File: config.mk
export PLATFORM = sky130hd
export DESIGN_NAME = priority_inheritance_lock_unit_flat
export DESIGN_NICKNAME = d
export VERILOG_FILES = /design/src/rtl/piu_pkg.sv /design/src/rtl/piu_if.sv /design/src/rtl/priority_inheritance_lock_unit.sv /design/src/rtl/piu_ram.sv /design/src/rtl/piu_table.sv /design/src/flat_wrapper.sv
export VERILOG_INCLUDE_DIRS = /design/src /design/src/rtl
export SDC_FILE = /design/constraint.sdc
export NUM_CORES = 1
export LEC_CHECK = 0
export ABC_AREA = 1
export BUFFER_PORTS_ARGS = -buffer_cell sky130_fd_sc_hd__buf_2
export CORE_MARGIN = 5
export CORE_UTILIZATION = 56
export DETAILED_ROUTE_END_ITERATION = 10
export PLACE_DENSITY = 0.76
export SYNTH_ARGS = -nofsm -noshare
export SYNTH_HDL_FRONTEND = slang
export SYNTH_SLANG_ARGS = --single-unit
File: constraint.sdc
create_clock -name clk_i -period 4 [get_ports clk_i]
set_input_delay 0.2 -clock clk_i [delete_from_list [all_inputs] [get_ports clk_i]]
set_output_delay 0.2 -clock clk_i [all_outputs]
set_load 0.1 [all_outputs]
File: src/rtl/priority_inheritance_lock_unit_macros.svh
// assertion macros for the priority inheritance lock unit
// used by the rtl files that carry concurrent checks; needs clk_i and rst_ni in scope
`ifndef PRIORITY_INHERITANCE_LOCK_UNIT_MACROS_SVH
`define PRIORITY_INHERITANCE_LOCK_UNIT_MACROS_SVH
`ifndef SYNTHESIS
`define PIU_ASSERT(label, prop, msg) \
  label: assert property (@(posedge clk_i) disable iff (!rst_ni) prop) else $error(msg);
`define PIU_ASSERT_NEXT(label, ante, cons, msg) \
  label: assert property (@(posedge clk_i) disable iff (!rst_ni) ante |=> cons) else $error(msg);
`else
`define PIU_ASSERT(label, prop, msg)
`define PIU_ASSERT_NEXT(label, ante, cons, msg)
`endif
`endif

File: src/rtl/piu_pkg.sv
// shared widths, codes and control structs of the priority inheritance lock unit
// no dependencies
`default_nettype none

package piu_pkg;

  localparam int unsigned TASK_W   = 12;
  localparam int unsigned PRIO_W   = 8;
  localparam int unsigned STATUS_W = 3;

  localparam logic OP_ACQUIRE = 1'b0;
  localparam logic OP_RELEASE = 1'b1;

  localparam logic [STATUS_W-1:0] STS_GRANTED  = 3'd0;
  localparam logic [STATUS_W-1:0] STS_QUEUED   = 3'd1;
  localparam logic [STATUS_W-1:0] STS_FULL     = 3'd2;
  localparam logic [STATUS_W-1:0] STS_RELEASED = 3'd3;
  localparam logic [STATUS_W-1:0] STS_HANDOVER = 3'd4;

  // control from the lock sequencer to the waiter table
  typedef struct packed {
    logic              insert;
    logic              release_top;
    logic [TASK_W-1:0] task_id;
    logic [PRIO_W-1:0] task_prio;
  } tbl_cmd_t;

  // status from the waiter table
  typedef struct packed {
    logic              full;
    logic              done;
    logic              top_valid;
    logic [TASK_W-1:0] top_task;
    logic [PRIO_W-1:0] top_prio;
  } tbl_sts_t;

endpackage

`default_nettype wire

File: src/rtl/piu_if.sv
// request and response channel interfaces of the priority inheritance lock unit
// depends on piu_pkg
`default_nettype none

interface piu_req_if;
  logic                        valid;
  logic                        ready;
  logic                        op;
  logic [piu_pkg::TASK_W-1:0]  task_id;
  logic [piu_pkg::PRIO_W-1:0]  task_prio;

  modport source (output valid, output op, output task_id, output task_prio, input ready);
  modport sink   (input valid, input op, input task_id, input task_prio, output ready);
endinterface

interface piu_rsp_if;
  logic                          valid;
  logic                          ready;
  logic [piu_pkg::STATUS_W-1:0]  status;
  logic [piu_pkg::TASK_W-1:0]    owner_task;
  logic                          owner_valid;
  logic [piu_pkg::PRIO_W-1:0]    owner_eff_prio;
  logic                          prio_changed;
  logic [piu_pkg::TASK_W-1:0]    restored_task;
  logic [piu_pkg::PRIO_W-1:0]    restored_prio;

  modport source (output valid, output status, output owner_task, output owner_valid,
                  output owner_eff_prio, output prio_changed, output restored_task,
                  output restored_prio, input ready);
  modport sink   (input valid, input status, input owner_task, input owner_valid,
                  input owner_eff_prio, input prio_changed, input restored_task,
                  input restored_prio, output ready);
endinterface

`default_nettype wire

File: src/rtl/priority_inheritance_lock_unit.sv
// priority inheritance lock unit: lock sequencer, holder registers and result register
// depends on piu_pkg, piu_if, piu_table
//
//   channel  dir  payload                                       handshake
//   req_i    in   op, task_id, task_prio                        valid/ready
//   rsp_o    out  status, owner_task, owner_valid,              valid/ready
//                 owner_eff_prio, prio_changed, restored_task,
//                 restored_prio
//
// one request at a time: an acquire or a release without waiters goes from ST_EXEC to ST_RESP,
// then to the output register; a release that hands over first scans the waiter ram in ST_SCAN.
// the handover scan reads one ram entry per cycle, fixing ages and finding the next top.
// reset clears slot valid bits at once, no clearing pass; ram contents are not reset.
// a new request is taken while the previous result waits in the output register.
`default_nettype none

module priority_inheritance_lock_unit #(
  parameter int unsigned MAX_WAITERS = 16
) (
  input  logic      clk_i,
  input  logic      rst_ni,
  piu_req_if.sink   req_i,
  piu_rsp_if.source rsp_o
);

  localparam int unsigned TW = piu_pkg::TASK_W;
  localparam int unsigned PW = piu_pkg::PRIO_W;
  localparam int unsigned SW = piu_pkg::STATUS_W;

  typedef enum logic [3:0] {
    ST_IDLE = 4'b0001,
    ST_EXEC = 4'b0010,
    ST_SCAN = 4'b0100,
    ST_RESP = 4'b1000
  } state_e;

  state_e state_q, state_d;

  logic          op_q, op_d;
  logic [TW-1:0] tid_q, tid_d;
  logic [PW-1:0] prio_q, prio_d;

  logic          held_q, held_d;
  logic [TW-1:0] hid_q, hid_d;
  logic [PW-1:0] base_q, base_d;
  logic [PW-1:0] eff_q, eff_d;

  logic [SW-1:0] res_status_q, res_status_d;
  logic          res_chg_q, res_chg_d;
  logic [TW-1:0] res_rtask_q, res_rtask_d;
  logic [PW-1:0] res_rprio_q, res_rprio_d;

  logic          out_valid_q, out_valid_d;
  logic [SW-1:0] out_status_q;
  logic [TW-1:0] out_owner_q;
  logic          out_ovalid_q;
  logic [PW-1:0] out_eff_q;
  logic          out_chg_q;
  logic [TW-1:0] out_rtask_q;
  logic [PW-1:0] out_rprio_q;

  logic              accept;
  logic              out_load;
  piu_pkg::tbl_cmd_t tbl_cmd;
  piu_pkg::tbl_sts_t tbl_sts;

  assign req_i.ready = (state_q == ST_IDLE);
  assign accept      = req_i.valid && req_i.ready;
  assign out_load    = (state_q == ST_RESP) && (!out_valid_q || rsp_o.ready);

  always_comb begin
    state_d      = state_q;
    op_d         = op_q;
    tid_d        = tid_q;
    prio_d       = prio_q;
    held_d       = held_q;
    hid_d        = hid_q;
    base_d       = base_q;
    eff_d        = eff_q;
    res_status_d = res_status_q;
    res_chg_d    = res_chg_q;
    res_rtask_d  = res_rtask_q;
    res_rprio_d  = res_rprio_q;
    tbl_cmd      = '0;
    tbl_cmd.task_id   = tid_q;
    tbl_cmd.task_prio = prio_q;

    case (state_q)
      ST_IDLE: begin
        if (accept) begin
          op_d    = req_i.op;
          tid_d   = req_i.task_id;
          prio_d  = req_i.task_prio;
          state_d = ST_EXEC;
        end
      end
      ST_EXEC: begin
        res_chg_d   = 1'b0;
        res_rtask_d = '0;
        res_rprio_d = '0;
        state_d     = ST_RESP;
        if (op_q == piu_pkg::OP_ACQUIRE) begin
          if (!held_q) begin
            held_d       = 1'b1;
            hid_d        = tid_q;
            base_d       = prio_q;
            eff_d        = prio_q;
            res_status_d = piu_pkg::STS_GRANTED;
          end else if (tbl_sts.full) begin
            res_status_d = piu_pkg::STS_FULL;
          end else begin
            tbl_cmd.insert = 1'b1;
            res_status_d   = piu_pkg::STS_QUEUED;
            // inherit the waiter's priority
            if (eff_q > prio_q) begin
              eff_d     = prio_q;
              res_chg_d = 1'b1;
            end
          end
        end else begin
          res_status_d = piu_pkg::STS_RELEASED;
          if (held_q) begin
            res_rtask_d = hid_q;
            res_rprio_d = base_q;
            res_chg_d   = (eff_q != base_q);
            if (!tbl_sts.top_valid) begin
              held_d = 1'b0;
              hid_d  = '0;
              base_d = '0;
              eff_d  = '0;
            end else begin
              // hand the lock straight to the top waiter
              tbl_cmd.release_top = 1'b1;
              hid_d        = tbl_sts.top_task;
              base_d       = tbl_sts.top_prio;
              eff_d        = tbl_sts.top_prio;
              res_status_d = piu_pkg::STS_HANDOVER;
              state_d      = ST_SCAN;
            end
          end
        end
      end
      ST_SCAN: begin
        if (tbl_sts.done) begin
          // new owner inherits from the waiters left behind
          if (tbl_sts.top_valid && (tbl_sts.top_prio < eff_q)) begin
            eff_d     = tbl_sts.top_prio;
            res_chg_d = 1'b1;
          end
          state_d = ST_RESP;
        end
      end
      ST_RESP: begin
        if (out_load) begin
          state_d = ST_IDLE;
        end
      end
      default: begin
        state_d = ST_IDLE;
      end
    endcase
  end

  always_comb begin
    out_valid_d = out_valid_q;
    if (out_load) begin
      out_valid_d = 1'b1;
    end else if (rsp_o.ready) begin
      out_valid_d = 1'b0;
    end
  end

  always_ff @(posedge clk_i or negedge rst_ni) begin
    if (!rst_ni) begin
      state_q     <= ST_IDLE;
      held_q      <= 1'b0;
      hid_q       <= '0;
      base_q      <= '0;
      eff_q       <= '0;
      out_valid_q <= 1'b0;
    end else begin
      state_q     <= state_d;
      held_q      <= held_d;
      hid_q       <= hid_d;
      base_q      <= base_d;
      eff_q       <= eff_d;
      out_valid_q <= out_valid_d;
    end
  end

  always_ff @(posedge clk_i) begin
    op_q         <= op_d;
    tid_q        <= tid_d;
    prio_q       <= prio_d;
    res_status_q <= res_status_d;
    res_chg_q    <= res_chg_d;
    res_rtask_q  <= res_rtask_d;
    res_rprio_q  <= res_rprio_d;
    if (out_load) begin
      out_status_q <= res_status_q;
      out_owner_q  <= hid_q;
      out_ovalid_q <= held_q;
      out_eff_q    <= eff_q;
      out_chg_q    <= res_chg_q;
      out_rtask_q  <= res_rtask_q;
      out_rprio_q  <= res_rprio_q;
    end
  end

  piu_table #(
    .MAX_WAITERS (MAX_WAITERS)
  ) u_table (
    .clk_i  (clk_i),
    .rst_ni (rst_ni),
    .cmd_i  (tbl_cmd),
    .sts_o  (tbl_sts)
  );

  assign rsp_o.valid          = out_valid_q;
  assign rsp_o.status         = out_status_q;
  assign rsp_o.owner_task     = out_owner_q;
  assign rsp_o.owner_valid    = out_ovalid_q;
  assign rsp_o.owner_eff_prio = out_eff_q;
  assign rsp_o.prio_changed   = out_chg_q;
  assign rsp_o.restored_task  = out_rtask_q;
  assign rsp_o.restored_prio  = out_rprio_q;

`include "priority_inheritance_lock_unit_macros.svh"

  `PIU_ASSERT(a_no_waiters_when_free, !held_q |-> !tbl_sts.top_valid, "waiters queued on a free lock")
  `PIU_ASSERT(a_eff_not_below_base, held_q |-> (eff_q <= base_q), "owner effective priority less urgent than base")
  `PIU_ASSERT_NEXT(a_scan_ends_in_resp, (state_q == ST_SCAN) && tbl_sts.done, state_q == ST_RESP, "handover scan did not finish")

endmodule

`default_nettype wire

File: src/rtl/piu_ram.sv
// generic simple dual port ram, one write and one registered read per cycle
// no dependencies
`default_nettype none

module piu_ram #(
  parameter int unsigned WIDTH = 8,
  parameter int unsigned DEPTH = 16
) (
  input  logic                                   clk_i,
  input  logic                                   we_i,
  input  logic [((DEPTH > 1) ? $clog2(DEPTH) : 1)-1:0] waddr_i,
  input  logic [WIDTH-1:0]                       wdata_i,
  input  logic                                   re_i,
  input  logic [((DEPTH > 1) ? $clog2(DEPTH) : 1)-1:0] raddr_i,
  output logic [WIDTH-1:0]                       rdata_o
);

  logic [WIDTH-1:0] mem_q [DEPTH];
  logic [WIDTH-1:0] rdata_q;

  always_ff @(posedge clk_i) begin
    if (we_i) begin
      mem_q[waddr_i] <= wdata_i;
    end
    if (re_i) begin
      rdata_q <= mem_q[raddr_i];
    end
  end

  assign rdata_o = rdata_q;

endmodule

`default_nettype wire

File: src/rtl/piu_table.sv
// waiter table: slot valid bits, entry ram, cached top waiter and the release scan
// depends on piu_pkg and piu_ram
`default_nettype none

module piu_table #(
  parameter int unsigned MAX_WAITERS = 16
) (
  input  logic              clk_i,
  input  logic              rst_ni,
  input  piu_pkg::tbl_cmd_t cmd_i,
  output piu_pkg::tbl_sts_t sts_o
);

  localparam int unsigned IW = (MAX_WAITERS > 1) ? $clog2(MAX_WAITERS) : 1;
  localparam int unsigned CW = $clog2(MAX_WAITERS + 1);
  localparam int unsigned TW = piu_pkg::TASK_W;
  localparam int unsigned PW = piu_pkg::PRIO_W;
  localparam int unsigned EW = TW + PW + CW;
  localparam logic [IW-1:0] LAST_IDX = IW'(MAX_WAITERS - 1);

  logic [MAX_WAITERS-1:0] used_q, used_d;
  logic [CW-1:0]          count_q, count_d;
  logic                   top_v_q, top_v_d;
  logic [IW-1:0]          top_idx_q, top_idx_d;
  logic [TW-1:0]          top_task_q, top_task_d;
  logic [PW-1:0]          top_prio_q, top_prio_d;
  logic [CW-1:0]          top_age_q, top_age_d;
  logic                   scan_q, scan_d;
  logic [IW-1:0]          rd_idx_q, rd_idx_d;
  logic                   rd_v_q, rd_v_d;
  logic                   rd_last_q, rd_last_d;
  logic [IW-1:0]          dt_idx_q, dt_idx_d;
  logic                   done_q, done_d;
  logic [CW-1:0]          gone_age_q, gone_age_d;
  logic                   best_v_q, best_v_d;
  logic [IW-1:0]          best_idx_q, best_idx_d;
  logic [TW-1:0]          best_task_q, best_task_d;
  logic [PW-1:0]          best_prio_q, best_prio_d;
  logic [CW-1:0]          best_age_q, best_age_d;

  logic [IW-1:0] free_idx;
  logic          full;
  logic          ram_we;
  logic [IW-1:0] ram_waddr;
  logic [EW-1:0] ram_wdata;
  logic [EW-1:0] ram_rdata;
  logic [TW-1:0] r_task;
  logic [PW-1:0] r_prio;
  logic [CW-1:0] r_age;
  logic [CW-1:0] new_age;
  logic          cur_used;
  logic          take;

  // lowest free slot
  always_comb begin
    free_idx = '0;
    for (int i = MAX_WAITERS - 1; i >= 0; i--) begin
      if (!used_q[i]) begin
        free_idx = IW'(i);
      end
    end
  end

  assign full = &used_q;

  assign r_task  = ram_rdata[EW-1 -: TW];
  assign r_prio  = ram_rdata[CW +: PW];
  assign r_age   = ram_rdata[CW-1:0];
  // ranks above the one that left close the gap
  assign new_age = (r_age > gone_age_q) ? (r_age - CW'(1)) : r_age;
  assign cur_used = used_q[dt_idx_q];
  assign take = rd_v_q && cur_used &&
                (!best_v_q || (r_prio < best_prio_q) ||
                 ((r_prio == best_prio_q) && (new_age < best_age_q)));

  always_comb begin
    ram_we    = 1'b0;
    ram_waddr = dt_idx_q;
    ram_wdata = {r_task, r_prio, new_age};
    if (cmd_i.insert) begin
      ram_we    = 1'b1;
      ram_waddr = free_idx;
      ram_wdata = {cmd_i.task_id, cmd_i.task_prio, count_q};
    end else if (rd_v_q && cur_used) begin
      ram_we = 1'b1;
    end
  end

  always_comb begin
    used_d      = used_q;
    count_d     = count_q;
    top_v_d     = top_v_q;
    top_idx_d   = top_idx_q;
    top_task_d  = top_task_q;
    top_prio_d  = top_prio_q;
    top_age_d   = top_age_q;
    scan_d      = scan_q;
    rd_idx_d    = rd_idx_q;
    rd_v_d      = scan_q;
    rd_last_d   = scan_q && (rd_idx_q == LAST_IDX);
    dt_idx_d    = rd_idx_q;
    done_d      = rd_v_q && rd_last_q;
    gone_age_d  = gone_age_q;
    best_v_d    = best_v_q;
    best_idx_d  = best_idx_q;
    best_task_d = best_task_q;
    best_prio_d = best_prio_q;
    best_age_d  = best_age_q;

    if (cmd_i.insert) begin
      used_d[free_idx] = 1'b1;
      count_d          = count_q + CW'(1);
      // a newcomer is younger than every waiter, so it wins only on priority
      if (!top_v_q || (cmd_i.task_prio < top_prio_q)) begin
        top_v_d    = 1'b1;
        top_idx_d  = free_idx;
        top_task_d = cmd_i.task_id;
        top_prio_d = cmd_i.task_prio;
        top_age_d  = count_q;
      end
    end

    if (cmd_i.release_top) begin
      used_d[top_idx_q] = 1'b0;
      count_d           = count_q - CW'(1);
      gone_age_d        = top_age_q;
      scan_d            = 1'b1;
      rd_idx_d          = '0;
      best_v_d          = 1'b0;
    end

    if (scan_q) begin
      if (rd_idx_q == LAST_IDX) begin
        scan_d = 1'b0;
      end else begin
        rd_idx_d = rd_idx_q + IW'(1);
      end
    end

    if (take) begin
      best_v_d    = 1'b1;
      best_idx_d  = dt_idx_q;
      best_task_d = r_task;
      best_prio_d = r_prio;
      best_age_d  = new_age;
    end

    if (rd_v_q && rd_last_q) begin
      top_v_d    = best_v_d;
      top_idx_d  = best_idx_d;
      top_task_d = best_task_d;
      top_prio_d = best_prio_d;
      top_age_d  = best_age_d;
    end
  end

  always_ff @(posedge clk_i or negedge rst_ni) begin
    if (!rst_ni) begin
      used_q    <= '0;
      count_q   <= '0;
      top_v_q   <= 1'b0;
      scan_q    <= 1'b0;
      rd_idx_q  <= '0;
      rd_v_q    <= 1'b0;
      rd_last_q <= 1'b0;
      done_q    <= 1'b0;
      best_v_q  <= 1'b0;
    end else begin
      used_q    <= used_d;
      count_q   <= count_d;
      top_v_q   <= top_v_d;
      scan_q    <= scan_d;
      rd_idx_q  <= rd_idx_d;
      rd_v_q    <= rd_v_d;
      rd_last_q <= rd_last_d;
      done_q    <= done_d;
      best_v_q  <= best_v_d;
    end
  end

  always_ff @(posedge clk_i) begin
    top_idx_q   <= top_idx_d;
    top_task_q  <= top_task_d;
    top_prio_q  <= top_prio_d;
    top_age_q   <= top_age_d;
    dt_idx_q    <= dt_idx_d;
    gone_age_q  <= gone_age_d;
    best_idx_q  <= best_idx_d;
    best_task_q <= best_task_d;
    best_prio_q <= best_prio_d;
    best_age_q  <= best_age_d;
  end

  piu_ram #(
    .WIDTH (EW),
    .DEPTH (MAX_WAITERS)
  ) u_ram (
    .clk_i   (clk_i),
    .we_i    (ram_we),
    .waddr_i (ram_waddr),
    .wdata_i (ram_wdata),
    .re_i    (scan_q),
    .raddr_i (rd_idx_q),
    .rdata_o (ram_rdata)
  );

  assign sts_o.full      = full;
  assign sts_o.done      = done_q;
  assign sts_o.top_valid = top_v_q;
  assign sts_o.top_task  = top_task_q;
  assign sts_o.top_prio  = top_prio_q;

`include "priority_inheritance_lock_unit_macros.svh"

  `PIU_ASSERT(a_count_matches_used, count_q == CW'($countones(used_q)), "waiter count out of step with slot bits")
  `PIU_ASSERT(a_no_insert_in_scan, (scan_q || rd_v_q) |-> !cmd_i.insert, "insert during release scan")
  `PIU_ASSERT(a_insert_not_full, cmd_i.insert |-> !full, "insert into full table")

endmodule

`default_nettype wire

File: src/flat_wrapper.sv
// flat-port wrapper written by rule: the top's interface ports become plain ports
module priority_inheritance_lock_unit_flat 
#(
  parameter int unsigned MAX_WAITERS = 16
)
  (clk_i, rst_ni, req_i_valid, req_i_op, req_i_task_id, req_i_task_prio, req_i_ready, rsp_o_valid, rsp_o_status, rsp_o_owner_task, rsp_o_owner_valid, rsp_o_owner_eff_prio, rsp_o_prio_changed, rsp_o_restored_task, rsp_o_restored_prio, rsp_o_ready);
  piu_req_if req_i_i ();
  piu_rsp_if rsp_o_i ();
  input  logic clk_i;
  input  logic rst_ni;
  input wire logic [$bits(req_i_i.valid)-1:0] req_i_valid;
  input wire logic [$bits(req_i_i.op)-1:0] req_i_op;
  input wire logic [$bits(req_i_i.task_id)-1:0] req_i_task_id;
  input wire logic [$bits(req_i_i.task_prio)-1:0] req_i_task_prio;
  output wire logic [$bits(req_i_i.ready)-1:0] req_i_ready;
  output wire logic [$bits(rsp_o_i.valid)-1:0] rsp_o_valid;
  output wire logic [$bits(rsp_o_i.status)-1:0] rsp_o_status;
  output wire logic [$bits(rsp_o_i.owner_task)-1:0] rsp_o_owner_task;
  output wire logic [$bits(rsp_o_i.owner_valid)-1:0] rsp_o_owner_valid;
  output wire logic [$bits(rsp_o_i.owner_eff_prio)-1:0] rsp_o_owner_eff_prio;
  output wire logic [$bits(rsp_o_i.prio_changed)-1:0] rsp_o_prio_changed;
  output wire logic [$bits(rsp_o_i.restored_task)-1:0] rsp_o_restored_task;
  output wire logic [$bits(rsp_o_i.restored_prio)-1:0] rsp_o_restored_prio;
  input wire logic [$bits(rsp_o_i.ready)-1:0] rsp_o_ready;
  assign req_i_i.valid = req_i_valid;
  assign req_i_i.op = req_i_op;
  assign req_i_i.task_id = req_i_task_id;
  assign req_i_i.task_prio = req_i_task_prio;
  assign req_i_ready = req_i_i.ready;
  assign rsp_o_valid = rsp_o_i.valid;
  assign rsp_o_status = rsp_o_i.status;
  assign rsp_o_owner_task = rsp_o_i.owner_task;
  assign rsp_o_owner_valid = rsp_o_i.owner_valid;
  assign rsp_o_owner_eff_prio = rsp_o_i.owner_eff_prio;
  assign rsp_o_prio_changed = rsp_o_i.prio_changed;
  assign rsp_o_restored_task = rsp_o_i.restored_task;
  assign rsp_o_restored_prio = rsp_o_i.restored_prio;
  assign rsp_o_i.ready = rsp_o_ready;
  priority_inheritance_lock_unit #(.MAX_WAITERS(MAX_WAITERS)) u_core (.clk_i(clk_i), .rst_ni(rst_ni), .req_i(req_i_i), .rsp_o(rsp_o_i));
endmodule
==> summary.txt <==
Ys flop type -> edfxtp_1
Layout area overhead -> 13.8%
Mux cell area share after synthesis -> 0.0256
Setup-failing EPs final -> 0
Pre-antenna DRT Iters -> 5
Max Freq -> 276 MHz
Yosys warns -> 0
Critical Path Start Type -> flip-flop
Post-synth EDFFs -> 549
DR WL/cell -> 21.4 µm
Antenna Cells -> 0
Row cnt -> 80
Adder-cell share of the synthesized area -> 0.0220
Share of the clock period used by the worst path -> 0.904
Least-Margin Pin Slew -> 1240 ps
Sink Count -> 647
Count of different cell masters after synthesis -> 54
Cell area after synthesis -> 0.0270 mm²
Post-CTS Setup Inserts -> 0
PD cells -> 693 mW/mm²
CP peak stage delay -> 430 ps
Drt initial violations -> 2080
Clk buf depth -> 3
Die Wd -> 230 µm
Root Buffer -> clkbuf_16
CTS tree -> done
Biggest register -> u_core.u_table.u_ram.mem_q
Clock skew -> 23.7 ps
Grt total ovfl -> 0
Area of the multi-input gates -> 0.00723 mm²
Period minus WS final -> 3620 ps
Synth Instances -> 2183
Antenna violations before repair -> 1
Critical-path cell list -> ha_1, nand2_1, nor2_2, nand2_1, o211ai_2, nand2_4, nor4_1, xor2_1, inv_1, ha_1, a21oi_1, o21a_1, nand3_1, nand2_2, buf_4, nand3_1, nand3_1, nand2_1
PnR worst setup slack -> 383 ps
Clock Latency Late Sink -> 610 ps
Post-CTS Resized -> 0
DRT antenna net count -> 0
Status -> complete, no violations
Avg Cell Area, Syn -> 12.4 µm²
Area contributors post-synth -> edfxtp_1 (61%), dfrtp_1 (5.9%), nand2_1 (3.9%)
Simple-gate area share of the yosys netlist -> 0.115
Max rail drop VDD -> 0.506 mV
Critical Path AT -> 3960 ps
Critical path class -> reg -> reg
GRT Overall Usage -> 0.237
Synth top area share -> 0.610
Worst relative slew slack -> 0.172
Sequential Area -> 0.0188 mm²
Setup TNS -> 0 ps
Cts bufs inserted -> 66
Top delay family on crit path -> simple AND/OR/NAND/NOR gates
Most frequent cell after synthesis -> edfxtp_1
Max reg flops -> 400
Seq/Total Area, Yosys -> 0.694
Worst path slowest cell -> edfxtp_1
Vias per cell -> 5.96
Wire length of the first global-routing pass -> 98400 µm
Max cap viols -> 0
Main combinational cell family by area after synthesis -> simple AND/OR/NAND/NOR gates
WP data required -> 4340 ps
Pre-CTS WS -> 438 ps
Final GP Congestion -> 0.892
Fillcell total -> 3363
CP bufs+invs -> 2
Input/output buffers -> 71
Highest net fanout along the worst path -> 24
Vias in the first global route -> 17400
Largest net degree at the start of global routing -> 161
Ys async rst share -> 0.100
Post-route DRC -> 0
Synth top cells by count -> edfxtp_1 (549), nand2_1 (283), nor2_1 (214), inv_1 (169), o21ai_0 (168)
Post-DP HPWL -> 36600 µm
Top-level port count -> 72
Core Box Area -> 0.0477 mm²
Largest area contributor in the netlist -> edfxtp_1
Final Hold Violating Endpoints -> 0
Synth Area in XOR/XNOR -> 0.00356
Hold-fix buffers at CTS -> 24
Pins Over Slew Limit -> 0
Synth Area in Compound Gates -> 0.0954
WHS -> 142 ps
Register bit count reported by yosys -> 647
Layout cells sized above 1 -> 0.127
Die ar. -> 0.0528 mm²
# H-tree levels -> 3
Worst Setup End Kind -> flip-flop
Worst min path class -> in -> async
Syn Nets -> 2255
DIE HEIGHT -> 230 µm
Nets@finish -> 2370
Via Count -> 17700
Post-Route WL -> 63400 µm
Clock slew at reported path FFs -> 60 ps
Initial Util -> 0.566
RSZ-0062 raised after global routing -> false
Leakage -> 11.5 nW
==> final timing paths <==
check                                                           from                                endpoint  slack (ps)  cells past startpoint
min in group clk_i                                 req_i_task_id[10]              u_core.tid_q[10]$_DFFE_PP_         320                      2
max reg2reg                u_core.u_table.u_ram.rdata_o[3]$_DFFE_PP_  u_core.u_table.top_task_q[1]$_DFFE_PP_         380                     18
min reg2reg                         u_core.res_status_q[0]$_DFFE_PN_        u_core.rsp_o.status[0]$_DFFE_PP_         420                      0
min                                                           rst_ni      u_core.u_table.used_q[7]$_DFF_PN0_         140                      2
max                        u_core.u_table.u_ram.rdata_o[3]$_DFFE_PP_  u_core.u_table.top_task_q[1]$_DFFE_PP_         380                     18
max in group asynchronous                                     rst_ni             u_core.hid_q[3]$_DFFE_PN0P_        2880                      3
==> power breakdown <==
group	internal [mW]	total [mW]	leakage, nW	switching [mW]
logic	1.82	6.05	4.35	4.23
registers	8.67	9.26	6.09	0.595
clock network	3.50	6.02	1.04	2.52
total	14.0	21.3	11.5	7.35
==> layout by cell type (no fill, tap or decap), types with 17 or more instances in the layout <==
cell / Yosys / final
o221ai_1: 69 / 69
inv_1: 169 / 169
a21oi_1: 53 / 53
nand3_1: 124 / 124
and2_1: 29 / 29
dfrtp_1: 64 / 61
nor2_1: 214 / 197
o211ai_1: 27 / 27
edfxtp_1: 549 / 549
dlygate4sd3_1: 0 / 24
mux2i_1: 68 / 68
nand2_1: 283 / 283
o32ai_1: 27 / 27
nor2_4: 0 / 17
dfxtp_1: 33 / 33
buf_2: 19 / 71
buf_4: 4 / 58
clkbuf_16: 0 / 69
o21ai_0: 168 / 167
ha_1: 46 / 46
==> stage by stage <==
step	instance area (µm²)	std cells	power [mW]	util
final	30800	2966	21.3	0.644
after CTS	30800	2966	21.3	0.644
after floorplan	27000	2183	13.3	-
after detailed placement	28400	2821	15.3	0.595
after global routing	30800	2966	22.3	0.644
after global placement	28400	2821	15.0	0.595
==> cells by family after synthesis <==
family | Yosys count
buffers and inverters | 295
XOR/XNOR | 11
flip-flops | 647
adder cells (fa/ha/maj) | 47
multiplexers | 69
AO/OA/AOI/OAI | 405
AND/OR/NAND/NOR | 709
==> worst register-to-register path: cells and delay by family (launching register included) <==
family / cells / cell delay, ps
buf+inv: 2 / 430
xor+xnor: 1 / 260
compound gates: 3 / 400
simple gates: 10 / 1270
flops: 1 / 430
fa+ha+maj: 2 / 590
==> layer usage <==
| layer | track usage | wire length, µm | vias up |
|---|---|---|---|
| li1 | - | - | 8114 |
| met1 | 0.330 | 26100 | 8588 |
| met2 | 0.387 | 30200 | 834 |
| met3 | 0.0407 | 5250 | 141 |
| met4 | 0.0745 | 1790 | 0 |
| met5 | 0 | 0 | - |
==> area by class of cell <==
| type | count | share of cell area |
|---|---|---|
| Multi-Input combinational cell | 1241 | 0.235 |
| Clock buffer | 87 | 0.0593 |
| Tap cell | 615 | 0.0250 |
| Clock inverter | 34 | 0.00992 |
| Sequential cell | 647 | 0.610 |
| Timing Repair Buffer | 160 | 0.0381 |
| Inverter | 182 | 0.0223 |
Power figures use the tool's default switching activity.
